==> config.mk <==
export PLATFORM = sky130hd
export DESIGN_NAME = preemptive_priority_scheduler
export DESIGN_NICKNAME = d
export VERILOG_FILES = /design/src/rtl/pps_pkg.sv /design/src/rtl/pps_cell.sv /design/src/rtl/preemptive_priority_scheduler.sv
export SDC_FILE = /design/constraint.sdc
export NUM_CORES = 2
export LEC_CHECK = 0
export BUFFER_PORTS_ARGS = -buffer_cell sky130_fd_sc_hd__buf_2
export CAP_MARGIN = 20
export CORE_MARGIN = 2
export CORE_UTILIZATION = 55
export DETAILED_ROUTE_END_ITERATION = 7
export PLACE_DENSITY_LB_ADDON = 0.3
export SYNTH_ARGS = -nofsm -noshare
export SYNTH_HDL_FRONTEND = slang
export SYNTH_HIERARCHICAL = 1
export SYNTH_SLANG_ARGS = --single-unit
export TNS_END_PERCENT = 1
==> constraint.sdc <==
create_clock -name clk_i -period 10.25 [get_ports clk_i]
set_input_delay 2.05 -clock clk_i [delete_from_list [all_inputs] [get_ports clk_i]]
set_output_delay 2.05 -clock clk_i [all_outputs]
set_load 0.01 [all_outputs]
==> src/rtl/pps_pkg.sv <==
// Package for the preemptive priority scheduler: words, codes and the scan carry.
package pps_pkg;

  localparam int unsigned MaxTasksDefault = 16;
  localparam logic [15:0] TimeMax         = 16'hFFFF;

  localparam logic [1:0] ModeLoad  = 2'd0;
  localparam logic [1:0] ModeTick  = 2'd1;
  localparam logic [1:0] ModeClear = 2'd2;

  typedef struct packed {
    logic [1:0]  mode;
    logic [7:0]  task_priority;
    logic [15:0] arrival_time;
    logic [15:0] burst_length;
  } in_word_t;

  typedef struct packed {
    logic        ran;
    logic [3:0]  task_slot;
    logic [15:0] first_run_time;
    logic        finished;
    logic [15:0] completion_time;
    logic        all_done;
    logic [15:0] tick_time;
  } out_word_t;

  // Best candidate so far plus a saturating count of slots with work left.
  typedef struct packed {
    logic        found;
    logic [7:0]  prio;
    logic [15:0] arrival;
    logic [15:0] remaining;
    logic        started;
    logic [15:0] first_run;
    logic [1:0]  busy_cnt;
  } carry_t;

  // Control strobes broadcast from the sequencer to every slot.
  typedef struct packed {
    logic load;
    logic clear;
    logic update;
  } cell_ctrl_t;

  function automatic logic [15:0] sat_inc(logic [15:0] t);
    return (t == TimeMax) ? TimeMax : t + 16'd1;
  endfunction

endpackage

==> src/rtl/pps_cell.sv <==
// One task slot of the scheduler chain: holds the task and merges it into the passing carry.
module pps_cell
  import pps_pkg::*;
#(
  parameter int unsigned Idx   = 0,
  parameter int unsigned SlotW = 4,
  parameter int unsigned CntW  = 5
) (
  input  logic             clk_i,
  input  logic             rst_ni,
  input  cell_ctrl_t       ctrl_i,
  input  in_word_t         load_word_i,
  input  logic [CntW-1:0]  count_i,
  input  logic [15:0]      time_i,
  input  logic [SlotW-1:0] upd_slot_i,
  input  carry_t           carry_i,
  input  logic [SlotW-1:0] slot_i,
  output carry_t           carry_o,
  output logic [SlotW-1:0] slot_o
);

  logic [7:0]       prio_q;
  logic [15:0]      arrival_q;
  logic [15:0]      remaining_q;
  logic [15:0]      first_run_q;
  logic             started_q;
  carry_t           carry_d, carry_q;
  logic [SlotW-1:0] slot_d, slot_q;
  logic             loaded, eligible, take, has_work, is_upd;

  assign loaded   = count_i > CntW'(Idx);
  assign has_work = loaded && (remaining_q != 16'd0);
  assign eligible = has_work && (arrival_q <= time_i);
  assign take     = eligible && (!carry_i.found || (prio_q > carry_i.prio) ||
                    ((prio_q == carry_i.prio) && (arrival_q < carry_i.arrival)));
  assign is_upd   = ctrl_i.update && (upd_slot_i == SlotW'(Idx));

  always_comb begin
    carry_d       = carry_i;
    slot_d        = slot_i;
    carry_d.found = carry_i.found | eligible;
    if (take) begin
      carry_d.prio      = prio_q;
      carry_d.arrival   = arrival_q;
      carry_d.remaining = remaining_q;
      carry_d.started   = started_q;
      carry_d.first_run = first_run_q;
      slot_d            = SlotW'(Idx);
    end
    // saturate at two: only zero, one or more matters
    if (has_work && carry_i.busy_cnt != 2'd2) begin
      carry_d.busy_cnt = carry_i.busy_cnt + 2'd1;
    end
  end

  always_ff @(posedge clk_i or negedge rst_ni) begin
    if (!rst_ni) begin
      started_q <= 1'b0;
    end else if (ctrl_i.clear) begin
      started_q <= 1'b0;
    end else if (ctrl_i.load && count_i == CntW'(Idx)) begin
      started_q <= 1'b0;
    end else if (is_upd) begin
      started_q <= 1'b1;
    end
  end

  always_ff @(posedge clk_i) begin
    carry_q <= carry_d;
    slot_q  <= slot_d;
    if (ctrl_i.load && count_i == CntW'(Idx)) begin
      prio_q      <= load_word_i.task_priority;
      arrival_q   <= load_word_i.arrival_time;
      remaining_q <= load_word_i.burst_length;
      first_run_q <= 16'd0;
    end else if (is_upd) begin
      remaining_q <= remaining_q - 16'd1;
      if (!started_q) begin
        first_run_q <= time_i;
      end
    end
  end

  assign carry_o = carry_q;
  assign slot_o  = slot_q;

endmodule

==> src/rtl/preemptive_priority_scheduler.sv <==
// Top level of the preemptive priority scheduler: sequencer, time, slot chain, result register.
//
// Input channel (in_valid_i, in_stall_o, in_word_i) takes one word per command:
// load stores a task in the next free slot, clear empties the table and zeroes
// time, tick runs one scheduling step. Load and clear finish in the accept
// cycle and give no result; mode 3 is dropped. A load into a full table is
// dropped too.
// A tick scans the chain of MAX_TASKS slot cells, one cell per cycle, each cell
// folding its task into the best candidate handed on by its neighbor. The
// winner is updated and the result word written as the sequencer leaves the done
// state that follows the scan state, and the input stalls until then; the chain
// length sets how long the scan state lasts.
// Output channel (out_valid_o, out_stall_i, out_word_o) carries one word per
// tick. The result register holds while the receiver stalls; the next command
// is taken meanwhile, but a following tick waits to post its result until the
// register is free.
// Reset empties the table, clears the started flags and sets time to zero;
// task fields need no clearing since only loaded slots are read.
module preemptive_priority_scheduler
  import pps_pkg::*;
#(
  parameter int unsigned MAX_TASKS = MaxTasksDefault
) (
  input  logic      clk_i,
  input  logic      rst_ni,
  input  logic      in_valid_i,
  output logic      in_stall_o,
  input  in_word_t  in_word_i,
  output logic      out_valid_o,
  input  logic      out_stall_i,
  output out_word_t out_word_o
);

  localparam int unsigned SlotW = (MAX_TASKS > 1) ? $clog2(MAX_TASKS) : 1;
  localparam int unsigned CntW  = $clog2(MAX_TASKS + 1);

  typedef enum logic [1:0] {
    StIdle,
    StScan,
    StDone
  } state_e;

  state_e          state_q;
  logic [CntW-1:0] scan_q;
  logic [CntW-1:0] count_q;
  logic [15:0]     time_q;
  logic            out_valid_q;
  out_word_t       out_word_q;

  logic            in_acc, finish, done_now;
  cell_ctrl_t      ctrl;
  carry_t          chain [MAX_TASKS+1];
  logic [SlotW-1:0] slots [MAX_TASKS+1];
  carry_t          best;
  logic [31:0]     slot_ext;
  out_word_t       res;

  assign in_stall_o = (state_q != StIdle);
  assign in_acc     = in_valid_i && !in_stall_o;
  assign finish     = (state_q == StDone) && (!out_valid_q || !out_stall_i);

  assign best     = chain[MAX_TASKS];
  assign ctrl.load   = in_acc && (in_word_i.mode == ModeLoad);
  assign ctrl.clear  = in_acc && (in_word_i.mode == ModeClear);
  assign ctrl.update = finish && best.found;

  assign chain[0] = '0;
  assign slots[0] = '0;

  for (genvar k = 0; k < MAX_TASKS; k++) begin : g_cell
    pps_cell #(
      .Idx  (k),
      .SlotW(SlotW),
      .CntW (CntW)
    ) u_cell (
      .clk_i      (clk_i),
      .rst_ni     (rst_ni),
      .ctrl_i     (ctrl),
      .load_word_i(in_word_i),
      .count_i    (count_q),
      .time_i     (time_q),
      .upd_slot_i (slots[MAX_TASKS]),
      .carry_i    (chain[k]),
      .slot_i     (slots[k]),
      .carry_o    (chain[k+1]),
      .slot_o     (slots[k+1])
    );
  end

  // the winner still holds its work, so it is the only busy slot when the count is one
  assign done_now = (best.busy_cnt == 2'd0) ||
                    ((best.busy_cnt == 2'd1) && best.found && (best.remaining == 16'd1));
  assign slot_ext = 32'(slots[MAX_TASKS]);

  always_comb begin
    res                 = '0;
    res.ran             = best.found;
    res.all_done        = done_now;
    res.tick_time       = time_q;
    if (best.found) begin
      res.task_slot      = slot_ext[3:0];
      res.first_run_time = best.started ? best.first_run : time_q;
      res.finished       = (best.remaining == 16'd1);
      if (best.remaining == 16'd1) begin
        res.completion_time = sat_inc(time_q);
      end
    end
  end

  always_ff @(posedge clk_i or negedge rst_ni) begin
    if (!rst_ni) begin
      state_q     <= StIdle;
      scan_q      <= '0;
      count_q     <= '0;
      time_q      <= '0;
      out_valid_q <= 1'b0;
    end else begin
      // a finishing tick refills the register in the same cycle
      if (out_valid_q && !out_stall_i && !finish) begin
        out_valid_q <= 1'b0;
      end
      case (state_q)
        StIdle: begin
          if (ctrl.load && count_q < CntW'(MAX_TASKS)) begin
            count_q <= count_q + CntW'(1);
          end
          if (ctrl.clear) begin
            count_q <= '0;
            time_q  <= '0;
          end
          if (in_acc && in_word_i.mode == ModeTick) begin
            scan_q  <= '0;
            state_q <= StScan;
          end
        end
        StScan: begin
          // advance until the wave has left the last cell
          scan_q <= scan_q + CntW'(1);
          if (scan_q == CntW'(MAX_TASKS - 1)) begin
            state_q <= StDone;
          end
        end
        StDone: begin
          if (finish) begin
            out_valid_q <= 1'b1;
            time_q      <= sat_inc(time_q);
            state_q     <= StIdle;
          end
        end
        default: state_q <= StIdle;
      endcase
    end
  end

  always_ff @(posedge clk_i) begin
    if (finish) begin
      out_word_q <= res;
    end
  end

  assign out_valid_o = out_valid_q;
  assign out_word_o  = out_word_q;

  a_count_bound: assert property (@(posedge clk_i) disable iff (!rst_ni)
    count_q <= CntW'(MAX_TASKS))
    else $error("task count beyond table depth");

  a_done_after_run: assert property (@(posedge clk_i) disable iff (!rst_ni)
    (out_valid_o && out_word_o.ran && out_word_o.all_done) |-> out_word_o.finished)
    else $error("all done reported while the running task has work left");

  a_idle_clean: assert property (@(posedge clk_i) disable iff (!rst_ni)
    (out_valid_o && !out_word_o.ran) |-> (!out_word_o.finished &&
      out_word_o.completion_time == 16'd0))
    else $error("idle tick reports a completion");

  a_time_fixed_in_scan: assert property (@(posedge clk_i) disable iff (!rst_ni)
    (state_q == StScan) |=> $stable(time_q))
    else $error("time moved during a scan");

endmodule

==> summary.md <==
| Metric | Value |
|---|---|
| LEAKAGE | 0.0387 µW |
| Critical path, cell by cell | buf_4 > inv_1 > ha_1 > a21oi_1 > o21ai_0 > a2111o_1 > o31a_1 > a211oi_4 > buf_4 > mux2_2 |
| Longest Clk Path Bufs | 3 |
| Top cell by count, worst path | buf_4 |
| Core Region | 0.163 mm² |
| Final WS setup | 5.42 ns |
| Pre-CTS WS | 5.26 ns |
| Gate power share | 17.7% |
| M1 wire length | 86800 µm |
| WP data required | 10.95 ns |
| Fill count | 12800 |
| Slowest stage delay, CP | 0.80 ns |
| Final Wtd Congestion | 0.873 |
| Vias in the first global route | 56700 |
| CTS sink count | 1996 |
| Critical Path AT | 5.53 ns |
| Layout cells sized above 1 | 16.1% |
| Setup violators final | 0 |
| Row cnt | 148 |
| Hold_ws | 0.409 ns |
| Iter 0 DRT Violations | 3759 |
| PD cells | 212 mW/mm² |
| Status | finished clean |
| Final core occ | 60.9% |
| Switch share | 25.3% |
| Fmax | 0.207 GHz |
| CTS tree | done |
| Cell count after synthesis | 7872 |
| Antenna fix cells | 0 |
| Min-Delay Path Class | flip-flop to flip-flop |
| # hold bufs at CTS | 0 |
| Slew Viols, Final | 0 |
| Total GRT Usage | 22.0% |
| Unrepaired setup endpoints after global routing | false |
| Gr ovfl total | 0 |
| Routed len/inst | 17.9 µm |
| Setup TNS | 0 ns |
| Drt first pass iters | 5 |
| Final nets | 8807 |
| Initial antenna violation count | 3 |
| Die Span Y | 409 µm |
| Largest net degree at the start of global routing | 75 |
| Max Used Layer | met4 |
| Avg Inst Size Synth | 11.4 µm² |
| Slowest cell on crit path | a211oi_4 |
| Synthesized area | 0.0900 mm² |
| MaxCap Viol Count | 0 |
| Crit path kind | flip-flop to flip-flop |
| Die width | 409 µm |
| Final period utilization | 47.1% |
| Post-CTS resize count | 0 |
| Crit end category | flip-flop |
| VDD IR max | 195 µV |
| Remaining DRCs | 0 |
| Root Driver | clkbuf_16 |
| Skew-Pair Late Insertion Delay | 0.82 ns |
| DR vias/cell | 5.44 |
| Fin crit period | 4.83 ns |
| Flop pwr share | 49.0% |
| Final antenna-violating net count | 0 |
| Buffers on Ports | 102 |
| Power Internal | 15700 µW |
| Final WL | 187000 µm |
| Setup Fix Bufs, Post-CTS | 0 |
| I/O pin count | 103 |
| Initial core utilization | 55.4% |
| Die area | 0.167 mm² |
| Layout Skew | 0.0281 ns |
| Detailed placement HPWL | 136000 µm |
| Via count | 56800 |
| Critical path peak fanout | 47 |
| Switch Pwr | 5330 µW |
| Area Growth Syn to Fin | 9.98% |
| First-pass GRT wire length | 299000 µm |
| Cts bufs inserted | 193 |
| Max_slew headroom | 24.3% |
| Worst slew pin tran | 1.14 ns |
| CP Launch Type | flip-flop |
| Clock Pin Slew Worst Setup and Hold Paths | 0.06 ns |
| DR WL met3 | 10400 µm |
| Final Hold Violating Endpoints | 0 |
| Clock share of power | 33.4% |
| Synth warn | 6 |
| DR WL met2 | 84600 µm |
| H-tree depth | 4 |
-- sequential cells by signal, indices dropped and copies added, names as in the netlist, 55 cells and up --
name / cells
g_cell.u_cell/carry_o: 936
g_cell.u_cell/arrival_q: 256
g_cell.u_cell/first_run_q: 256
g_cell.u_cell/remaining_q: 256
g_cell.u_cell/prio_q: 128
g_cell.u_cell/slot_o: 64
out_word_o: 55
-- cells in the final DEF, fill, tap and decap left out, types with 32 or more instances in the layout --
| cell type | n |
|---|---|
| a211oi_1 | 68 |
| a21boi_0 | 32 |
| a21oi_1 | 493 |
| buf_2 | 102 |
| buf_4 | 67 |
| clkbuf_1 | 56 |
| clkbuf_16 | 205 |
| clkinv_2 | 38 |
| conb_1 | 90 |
| dfxtp_1 | 1256 |
| edfxtp_1 | 695 |
| ha_1 | 660 |
| inv_1 | 747 |
| mux2_1 | 210 |
| mux2_2 | 189 |
| mux2_4 | 490 |
| nand2_1 | 975 |
| nand3_1 | 48 |
| nand4_1 | 105 |
| nor2_1 | 213 |
| nor2b_1 | 89 |
| nor3_1 | 172 |
| nor4_1 | 61 |
| o21ai_0 | 380 |
| or2_2 | 67 |
| xnor2_1 | 167 |
| xor2_1 | 63 |
-- through the flow --
step                area, µm²  instances  power (µW)
finish                  99000      10400       21000
global route            99000      10400       22100
CTS                     99000      10400       21200
detailed placement      92600      10100       14100
global placement        92600      10100       13900
floorplan               90400       7961       13000
-- per-layer routing --
layer	vias up	track usage, %
li1	27900	-
met4	0	6.90
met1	27100	30.6
met5	-	0
met3	326	2.93
met2	1506	35.8
-- path summary, 6_finish.rpt --
| path | slack [ns] | from | end | depth (start not counted) |
|---|---|---|---|---|
| max | 5.42 | time_q[7] | g_cell[11].u_cell/carry_o[22] | 10 |
| min | 0.41 | g_cell[13].u_cell/slot_o[1] | g_cell[14].u_cell/slot_o[1] | 1 |
| max reg2reg | 5.42 | time_q[7] | g_cell[11].u_cell/carry_o[22] | 10 |
| min reg2reg | 0.41 | g_cell[13].u_cell/slot_o[1] | g_cell[14].u_cell/slot_o[1] | 1 |
| max in group asynchronous | 8.31 | rst_ni | time_q[0] | 2 |
| min in group asynchronous | 1.40 | rst_ni | scan_q[3] | 2 |
-- worst max-delay path, delay by kind of cell (launching register included) --
family | cells | cell delay, ns
DFF | 1 | 0.76
adders and majority gates | 1 | 0.34
AOI/OAI and AO/OA | 5 | 1.83
muxes | 1 | 0.41
buffers and inverters | 3 | 1.28
-- power groups by stage --
| stage | Sequential, µW | Clock, µW | Combinational, µW |
|---|---|---|---|
| floorplan | 10200 | 0 | 2790 |
| finish | 10300 | 7020 | 3710 |
| global route | 10400 | 7480 | 4130 |
| global placement | 10400 | 0 | 3460 |
| CTS | 10300 | 7160 | 3710 |
| detailed placement | 10500 | 0 | 3660 |
-- final cells by class --
class                           count  area (µm²)  share of cell area [%]
Multi-Input combinational cell   4985       38900                    39.2
Sequential cell                  1996       47200                    47.6
Timing Repair Buffer              170        1030                    1.04
Inverter                          755        2830                    2.86
Clock inverter                     73         671                   0.677
Tap cell                         2175        2720                    2.75
Clock buffer                      290        5740                    5.80
(Power assumes the default switching activity.)
